### src/rrlp_pkg.sv
// rrlp_pkg: constants, types and helper functions for the response line parser
// no dependencies
`default_nettype none
package rrlp_pkg;
  localparam int LINE_BYTES = 16;
  localparam int TABLE_ENTRIES = 16;
  localparam int AW = $clog2(LINE_BYTES);
  localparam int CW = $clog2(LINE_BYTES + 1);

  localparam logic [2:0] EV_ERROR = 3'd0;
  localparam logic [2:0] EV_SS = 3'd1;
  localparam logic [2:0] EV_SE = 3'd2;
  localparam logic [2:0] EV_PING = 3'd3;
  localparam logic [2:0] EV_MODEL = 3'd4;
  localparam logic [2:0] EV_PULSE = 3'd5;
  localparam logic [2:0] EV_MEM = 3'd6;
  localparam logic [2:0] EV_UNKNOWN = 3'd7;

  typedef struct packed {
    logic [2:0] kind;
    logic [3:0] index;
    logic [31:0] value;
    logic has;
    logic trunc;
  } rrlp_result_t;

  function automatic logic is_ws(input logic [7:0] c);
    return c == 8'h20 || c == 8'h09 || c == 8'h0B || c == 8'h0C;
  endfunction

  function automatic logic [7:0] upper(input logic [7:0] c);
    return (c >= 8'h61 && c <= 8'h7A) ? c - 8'd32 : c;
  endfunction

  function automatic logic [23:0] addr_of(input logic [3:0] e);
    logic [23:0] a;
    case (e)
      4'd0: a = "055";
      4'd1: a = "140";
      4'd2: a = "088";
      4'd3: a = "08A";
      4'd4: a = "14A";
      4'd5: a = "148";
      4'd6: a = "1E0";
      4'd7: a = "1E1";
      4'd8: a = "1E2";
      4'd9: a = "1E3";
      4'd10: a = "1A0";
      4'd11: a = "1A6";
      4'd12: a = "1A9";
      4'd13: a = "142";
      4'd14: a = "143";
      4'd15: a = "0A9";
      default: a = "055";
    endcase
    return a;
  endfunction

  // returns digit value in [3:0], valid in [4]
  function automatic logic [4:0] digit_of(input logic [7:0] c, input logic hex);
    logic [7:0] u;
    logic [4:0] d;
    u = upper(c);
    d = 5'd0;
    if (c >= 8'h30 && c <= 8'h39) d = {1'b1, 4'(c - 8'h30)};
    else if (hex && u >= 8'h41 && u <= 8'h46) d = {1'b1, 4'(u - 8'h37)};
    return d;
  endfunction
endpackage
`default_nettype wire

### src/rrlp_line_ram.sv
// rrlp_line_ram: line character store, one write and one registered read port
// depends on rrlp_pkg
`default_nettype none
module rrlp_line_ram
  import rrlp_pkg::*;
(
  input  wire logic          clk,
  input  wire logic          we,
  input  wire logic [AW-1:0] waddr,
  input  wire logic [7:0]    wdata,
  input  wire logic [AW-1:0] raddr,
  output logic [7:0]         rdata
);
  logic [7:0] mem [LINE_BYTES];

  always_ff @(posedge clk) begin
    if (we) mem[waddr] <= wdata;
    rdata <= mem[raddr];
  end
endmodule
`default_nettype wire

### src/rower_response_line_parser.sv
// Response line parser. An ordinary byte is taken every cycle while no line is
// being decoded and no event waits, and, leading blanks apart, is stored in the
// 16-byte line memory while the link is open and it has room. A CR or LF starts
// a decode when the link is open. First up to six leading characters are read
// from the memory. For ID lines the address table is then walked one entry per
// cycle through its 16 entries; other lines are classified without the walk.
// The value is parsed one character at a time, each read from the memory and
// then checked. The input is held off from the line end until the event has
// been taken, or until the decode ends for an empty or OK line, which gives none.
// depends on rrlp_pkg and rrlp_line_ram
`default_nettype none
module rower_response_line_parser
  import rrlp_pkg::*;
(
  input  wire logic        clk,
  input  wire logic        rst_n,
  input  wire logic        cfg_link_open,
  input  wire logic        cfg_we,
  input  wire logic        in_valid,
  output logic             in_ready,
  input  wire logic [7:0]  in_rx_byte,
  output logic             out_valid,
  input  wire logic        out_ready,
  output logic [2:0]       out_event_kind,
  output logic [3:0]       out_entry_index,
  output logic signed [31:0] out_value,
  output logic             out_has_value,
  output logic             out_line_truncated
);
  typedef enum logic [2:0] {S_IDLE, S_HEAD, S_TABLE, S_NUM, S_OUT} state_t;

  state_t state_r;
  logic link_r;
  logic [CW-1:0] kept_r, trim_r;
  logic ovf_r;
  logic [7:0] hd_r [6];
  logic [CW-1:0] rd_r;
  logic [3:0] ent_r;
  logic [CW-1:0] pos_r, end_r;
  logic rd_pend_r;
  logic hex_r;
  logic [1:0] ph_r;
  logic neg_r;
  logic [32:0] acc_r;
  rrlp_result_t res_r;

  logic we;
  logic [AW-1:0] raddr;
  logic [7:0] rdata;
  logic acc_in, acc_out, is_eol;

  assign acc_in = in_valid && in_ready;
  assign acc_out = out_valid && out_ready;
  assign is_eol = in_rx_byte == 8'h0A || in_rx_byte == 8'h0D;
  assign in_ready = state_r == S_IDLE && !out_valid;
  assign we = acc_in && link_r && !is_eol && !(kept_r == '0 && is_ws(in_rx_byte))
              && kept_r < CW'(LINE_BYTES);
  assign raddr = (state_r == S_NUM) ? pos_r[AW-1:0] : rd_r[AW-1:0];

  rrlp_line_ram u_ram (
    .clk(clk), .we(we), .waddr(kept_r[AW-1:0]), .wdata(in_rx_byte),
    .raddr(raddr), .rdata(rdata)
  );

  logic [32:0] mul;
  logic [4:0] dg;
  always_comb begin
    dg = digit_of(rdata, hex_r);
    mul = hex_r ? {acc_r[28:0], 4'd0} : 33'((34'(acc_r) << 3) + (34'(acc_r) << 1));
  end

  logic [32:0] nacc;
  always_comb begin
    logic [33:0] t;
    t = 34'(mul) + 34'(dg[3:0]);
    if (acc_r > 33'h0_1999_9999 || t > 34'h1_0000_0000) nacc = 33'h1_0000_0000;
    else nacc = t[32:0];
  end

  logic [31:0] fin;
  always_comb begin
    if (neg_r) fin = (acc_r >= 33'h0_8000_0000) ? 32'h8000_0000 : 32'(0 - acc_r[31:0]);
    else fin = (acc_r > 33'h0_7FFF_FFFF) ? 32'h7FFF_FFFF : acc_r[31:0];
  end

  logic hi;
  assign hi = hd_r[0] == "I" && hd_r[1] == "D";
  logic [23:0] ta;
  assign ta = addr_of(ent_r);

  always_ff @(posedge clk) begin
    if (!rst_n) begin
      state_r <= S_IDLE;
      link_r <= 1'b0;
      kept_r <= '0;
      trim_r <= '0;
      ovf_r <= 1'b0;
      res_r <= '0;
      rd_r <= '0;
      rd_pend_r <= 1'b0;
    end else begin
      if (cfg_we) link_r <= cfg_link_open;
      case (state_r)
        S_IDLE: begin
          if (acc_in && link_r) begin
            if (is_eol) begin
              state_r <= S_HEAD;
              rd_r <= '0;
              rd_pend_r <= 1'b0;
            end else if (!(kept_r == '0 && is_ws(in_rx_byte))) begin
              if (kept_r < CW'(LINE_BYTES)) begin
                kept_r <= kept_r + 1'b1;
                if (!is_ws(in_rx_byte)) trim_r <= kept_r + 1'b1;
              end else if (!is_ws(in_rx_byte)) ovf_r <= 1'b1;
            end
          end
        end
        S_HEAD: begin
          rd_pend_r <= 1'b1;
          if (rd_pend_r) hd_r[3'(rd_r - 1'b1)] <= rdata;
          if (rd_r == CW'(6) || (rd_pend_r && rd_r >= trim_r)) begin
            state_r <= S_TABLE;
            ent_r <= '0;
            res_r.kind <= EV_UNKNOWN;
            res_r.trunc <= ovf_r;
            res_r.index <= '0;
            res_r.has <= 1'b0;
            res_r.value <= '0;
          end
          rd_r <= rd_r + 1'b1;
        end
        S_TABLE: begin
          if (trim_r == '0 || (trim_r == CW'(2) && hd_r[0] == "O" && hd_r[1] == "K")) begin
            state_r <= S_IDLE;
            kept_r <= '0; trim_r <= '0; ovf_r <= 1'b0;
          end else if (trim_r == CW'(5) && hd_r[0] == "E" && hd_r[1] == "R" &&
                       hd_r[2] == "R" && hd_r[3] == "O" && hd_r[4] == "R") begin
            res_r.kind <= EV_ERROR; state_r <= S_OUT;
          end else if (trim_r == CW'(2) && hd_r[0] == "S" && hd_r[1] == "S") begin
            res_r.kind <= EV_SS; state_r <= S_OUT;
          end else if (trim_r == CW'(2) && hd_r[0] == "S" && hd_r[1] == "E") begin
            res_r.kind <= EV_SE; state_r <= S_OUT;
          end else if (trim_r >= CW'(4) && hd_r[0] == "P" && hd_r[1] == "I" &&
                       hd_r[2] == "N" && hd_r[3] == "G") begin
            res_r.kind <= EV_PING; state_r <= S_OUT;
          end else if (trim_r >= CW'(2) && hd_r[0] == "I" && hd_r[1] == "V") begin
            res_r.kind <= EV_MODEL; state_r <= S_OUT;
          end else if (trim_r >= CW'(2) && hd_r[0] == "P") begin
            res_r.kind <= EV_PULSE; res_r.has <= 1'b1;
            hex_r <= 1'b0; pos_r <= CW'(1); end_r <= trim_r;
            ph_r <= 2'd0; neg_r <= 1'b0; acc_r <= '0; rd_pend_r <= 1'b0;
            state_r <= S_NUM;
          end else if (trim_r > CW'(5) && hi) begin
            if (upper(hd_r[3]) == ta[23:16] && upper(hd_r[4]) == ta[15:8] &&
                upper(hd_r[5]) == ta[7:0] && 5'(ent_r) < 5'(TABLE_ENTRIES)) begin
              res_r.kind <= EV_MEM; res_r.has <= 1'b1; res_r.index <= ent_r;
              hex_r <= !(ent_r >= 4'd6 && ent_r <= 4'd9);
              pos_r <= CW'(6);
              end_r <= (hd_r[2] == "S") ? ((trim_r < CW'(8)) ? trim_r : CW'(8)) :
                       (hd_r[2] == "D") ? ((trim_r < CW'(10)) ? trim_r : CW'(10)) :
                       (hd_r[2] == "T") ? ((trim_r < CW'(12)) ? trim_r : CW'(12)) : CW'(6);
              ph_r <= 2'd0; neg_r <= 1'b0; acc_r <= '0; rd_pend_r <= 1'b0;
              state_r <= S_NUM;
            end else if (ent_r == 4'(TABLE_ENTRIES - 1)) begin
              res_r.kind <= EV_UNKNOWN; state_r <= S_OUT;
            end else ent_r <= ent_r + 1'b1;
          end else begin
            res_r.kind <= EV_UNKNOWN; state_r <= S_OUT;
          end
        end
        S_NUM: begin
          // ph 0 ws/sign, 1 sign done/prefix check, 3 x after 0, 2 digits
          if (!rd_pend_r) begin
            if (pos_r >= end_r) begin
              res_r.value <= fin; state_r <= S_OUT;
            end else rd_pend_r <= 1'b1;
          end else begin
            rd_pend_r <= 1'b0;
            case (ph_r)
              2'd0: begin
                if (is_ws(rdata)) pos_r <= pos_r + 1'b1;
                else if (rdata == "+" || rdata == "-") begin
                  neg_r <= rdata == "-"; pos_r <= pos_r + 1'b1; ph_r <= 2'd1;
                end else ph_r <= 2'd1;
              end
              2'd1: begin
                if (hex_r && rdata == "0" && pos_r + CW'(2) < end_r) begin
                  ph_r <= 2'd3; pos_r <= pos_r + 1'b1;
                end else ph_r <= 2'd2;
              end
              2'd3: begin
                if (upper(rdata) == "X") begin
                  pos_r <= pos_r + 1'b1; ph_r <= 2'd2;
                end else begin
                  acc_r <= '0; ph_r <= 2'd2; // the leading 0 contributes nothing
                end
              end
              default: begin
                if (dg[4]) begin
                  acc_r <= nacc; pos_r <= pos_r + 1'b1;
                end else begin
                  res_r.value <= fin; state_r <= S_OUT;
                end
              end
            endcase
          end
        end
        S_OUT: begin
          state_r <= S_IDLE;
          kept_r <= '0; trim_r <= '0; ovf_r <= 1'b0;
        end
        default: state_r <= S_IDLE;
      endcase
    end
  end

  // output holding register
  logic ov_r;
  rrlp_result_t o_r;
  always_ff @(posedge clk) begin
    if (!rst_n) ov_r <= 1'b0;
    else begin
      if (state_r == S_OUT) begin
        ov_r <= 1'b1; o_r <= res_r;
      end else if (acc_out) ov_r <= 1'b0;
    end
  end
  assign out_valid = ov_r;
  assign out_event_kind = o_r.kind;
  assign out_entry_index = o_r.index;
  assign out_value = o_r.value;
  assign out_has_value = o_r.has;
  assign out_line_truncated = o_r.trunc;

  a_ready: assert property (@(posedge clk) disable iff (!rst_n)
    in_ready |-> state_r == S_IDLE) else $error("ready outside idle");
  a_kept: assert property (@(posedge clk) disable iff (!rst_n)
    trim_r <= kept_r) else $error("trim beyond kept");
  a_hold: assert property (@(posedge clk) disable iff (!rst_n)
    out_valid && !out_ready |=> out_valid) else $error("result lost");
  a_cap: assert property (@(posedge clk) disable iff (!rst_n)
    kept_r <= CW'(LINE_BYTES)) else $error("store overrun");
endmodule
`default_nettype wire
### config.mk
export PLATFORM = sky130hd
export DESIGN_NAME = rower_response_line_parser
export DESIGN_NICKNAME = d
export VERILOG_FILES = /design/src/rrlp_pkg.sv /design/src/rrlp_line_ram.sv /design/src/rower_response_line_parser.sv
export SDC_FILE = /design/constraint.sdc
export NUM_CORES = 1
export LEC_CHECK = 0
export BUFFER_PORTS_ARGS = -buffer_cell sky130_fd_sc_hd__buf_4
export CORE_ASPECT_RATIO = 0.6
export CORE_MARGIN = 2
export CORE_UTILIZATION = 33
export DETAILED_ROUTE_END_ITERATION = 8
export GPL_TIMING_DRIVEN = 0
export PLACE_DENSITY = 0.47
export SLEW_MARGIN = 0
export SYNTH_ARGS = -nofsm -noshare
export SYNTH_HDL_FRONTEND = slang
export SYNTH_SLANG_ARGS = --single-unit
### constraint.sdc
create_clock -name clk -period 10.38 [get_ports clk]
set_input_delay 1.557 -clock clk [delete_from_list [all_inputs] [get_ports clk]]
set_output_delay 1.557 -clock clk [all_outputs]
set_load 0.01 [all_outputs]
==> run metrics <==
PD cells 138 nW/µm²; Final Cell Area 22,100 µm²; DRC violations left 0; GR Overflow Total 0; Layout area overhead 13.6%; die area 60,900 µm²; CTS tree yes; wire per inst 21.7 µm; Core Region 57,900 µm²; Detailed Place HPWL 44,100 µm; number of global-route vias before repair 14,198; Reg-to-Reg End acc_r[10]; DP Area 20,900 µm²; first-pass GRT wire length 89,600 µm; Critical Path Sink acc_r[10]; syn nets 1,927; max-cap check violation count 0; max-slew violation count 0; drt pass-1 iters 5; Post-synth EDFFs 268; Via density 5.52; hold buffers post-CTS 0; Hold Crit Class reg -> reg; status finished, final reports clean; antenna-violating nets left 0; row count 68; initial antenna violation count 0; Num CTS Buffers 37; post-synthesis sequential area ratio 50.0%; synthesis-stage register bit count 351; Met1 Wirelength 31,800 µm; Initial Util 33.6%; RR Startpoint hex_r; Slew HR 20.5%; top sig layer met4; share of cells above drive strength 1 13.3%; Syn Inst Count 1,832; Ant. Diodes 0; Setup TNS 0 ns; fraction of the mapped netlist area in simple logic gates 18.3%; PortBufs 56; complex-gate fraction of the synthesized area 14.2%; Worst-path clk slew 0.07 ns; Distinct cells, synth 99; RSZ-0062 raised after global routing false; Pleak 0.00765 µW; mux cell area share after synthesis 5.93%; clock root cell clkbuf_16; largest net degree at the start of global routing 43; Mean Syn Cell Area 10.6 µm²; Critical Path RT 10.75 ns; final worst-path cycle share 68.2%; crit start category register; fin crit period 7.08 ns; fmax 141 MHz; Critical Path Source hex_r; post-cts sizing count 0; largest family of logic cells by synthesized area simple AND/OR/NAND/NOR gates; post-synthesis adder-cell area fraction 5.30%; Ports 57; r2r setup slk 3.30 ns; chip height 192 µm; critical path type reg -> reg; RePlAce Congestion 0.889; Peak VDD IR 97.4 µV; routed via count 15,046; CTS H-tree lvls 2; GRT Util Overall 19.4%; Final nets 2,024; Clock Sinks 351; crit-path max FO 10; Max clock buf depth 3; postcts setup bufs 0; most frequent cells in the layout edfxtp_1 (268), nor2_1 (175), nand2_1 (149); Die X-Extent 317 µm; final setup vio count 0; worst slew pin tran 1.19 ns; total wire length 59,200 µm; worst clock skew 0.0274 ns; Main synth FF type edfxtp_1; Cell Area, Synth 19,400 µm²; commonest non-fill, non-tap cell in the layout edfxtp_1; met3 WL 5470 µm; Hold Worst Slack 0.433 ns; critical path arrival 7.45 ns; yosys warns 0; CP Capture Type register; worst skew pair latency 0.56 ns; met2 routed WL 21,300 µm; r2r worst-path depth 20; Synth Area in XOR/XNOR 2.84%; Async S/R FF share, synth 0%; final hold vios 0; Starting DRT DRC Count 1,695
==> cell families after synthesis <==
logic type	Yosys count
simple gates	695
compound gates	426
flops	351
buf+inv	143
fa+ha+maj	81
mux	73
xor+xnor	63
==> layer usage <==
metal  GRT usage, %  vias to the layer above
li1               -                     7113
met1           32.8                     7331
met2           24.1                      555
met3           4.86                       47
met4           2.93                        0
met5              0                        -
==> layout make-up <==
type	instances	area [µm²]
flip-flops and latches	351	9710
multi-input cells	1338	9090
well taps	770	963
repair buffers	58	445
plain buffers	89	459
clock inverters	16	104
inverters	54	203
fillers	5682	35800
clock buffers	50	1090
==> registers in the layout, summed over array words and instances (netlist names), 4 cells and up <==
signal / flops
acc_r: 33
end_r: 5
ent_r: 4
hd_r: 48
kept_r: 5
out_entry_index: 4
out_value: 32
pos_r: 5
rd_r: 5
res_r: 41
ta: 12
trim_r: 5
u_ram.mem: 128
u_ram.rdata: 8
==> cell usage after synthesis (all sizes together) (15+ instances only) <==
master,count,area [µm²]
a211oi,22,170
a21oi,173,982
a31oi,19,119
buf,20,159
clkbuf,69,300
dfxtp,83,1660
edfxtp,268,8050
ha,79,988
inv,53,199
mux2i,31,314
mux4,32,721
nand2,149,559
nand2b,24,150
nand3,57,290
nand4,41,263
nor2,175,657
nor2b,22,138
nor3,85,437
nor4,19,125
o21ai,78,394
o22ai,17,106
or3,15,100
xnor2,36,315
xor2,27,236
==> through the flow <==
step	utilization [%]	total power, µW	worst slack, ns	instances
2_1_floorplan	-	1680	5.70	1832
3_3_place_gp	36.0	1740	3.44	2658
3_5_place_dp	36.1	1740	3.52	2659
4_1_cts	38.1	3070	3.49	2725
5_1_grt	38.1	3140	3.09	2726
6_report	38.1	3040	3.30	2726
==> how the worst min path moves through the flow <==
stage,endpoint,start,slack (ns),cells after the start
after floorplan,out_line_truncated,res_r[0],0.41,0
after global placement,out_entry_index[1],res_r[35],0.42,0
after detailed placement,out_entry_index[1],res_r[35],0.42,0
after CTS,out_value[13],res_r[15],0.43,0
after global routing,out_value[13],res_r[15],0.44,0
final,out_value[13],res_r[15],0.43,0
==> worst max-delay path: stages (launching register included) <==
cell	delay, ns
edfxtp_1	0.75
clkbuf_8	0.34
clkbuf_8	0.21
clkbuf_1	0.56
buf_6	0.26
clkbuf_1	0.56
buf_1	0.55
nor2_1	0.26
ha_1	0.34
a21o_1	0.11
a21oi_1	0.09
a21o_1	0.23
a211o_1	0.32
nor2_1	0.36
nand3_1	0.23
nor4b_1	0.60
o2bb2ai_1	0.15
nor4_2	0.32
nand4_2	0.22
buf_6	0.22
a21oi_2	0.20
==> power by group <==
group          internal (µW)  switching (µW)
registers               1520            26.3
clock network            744             578
logic                   62.5             104
total                   2330             708
No activity file was read; power rests on OpenSTA's default activity.
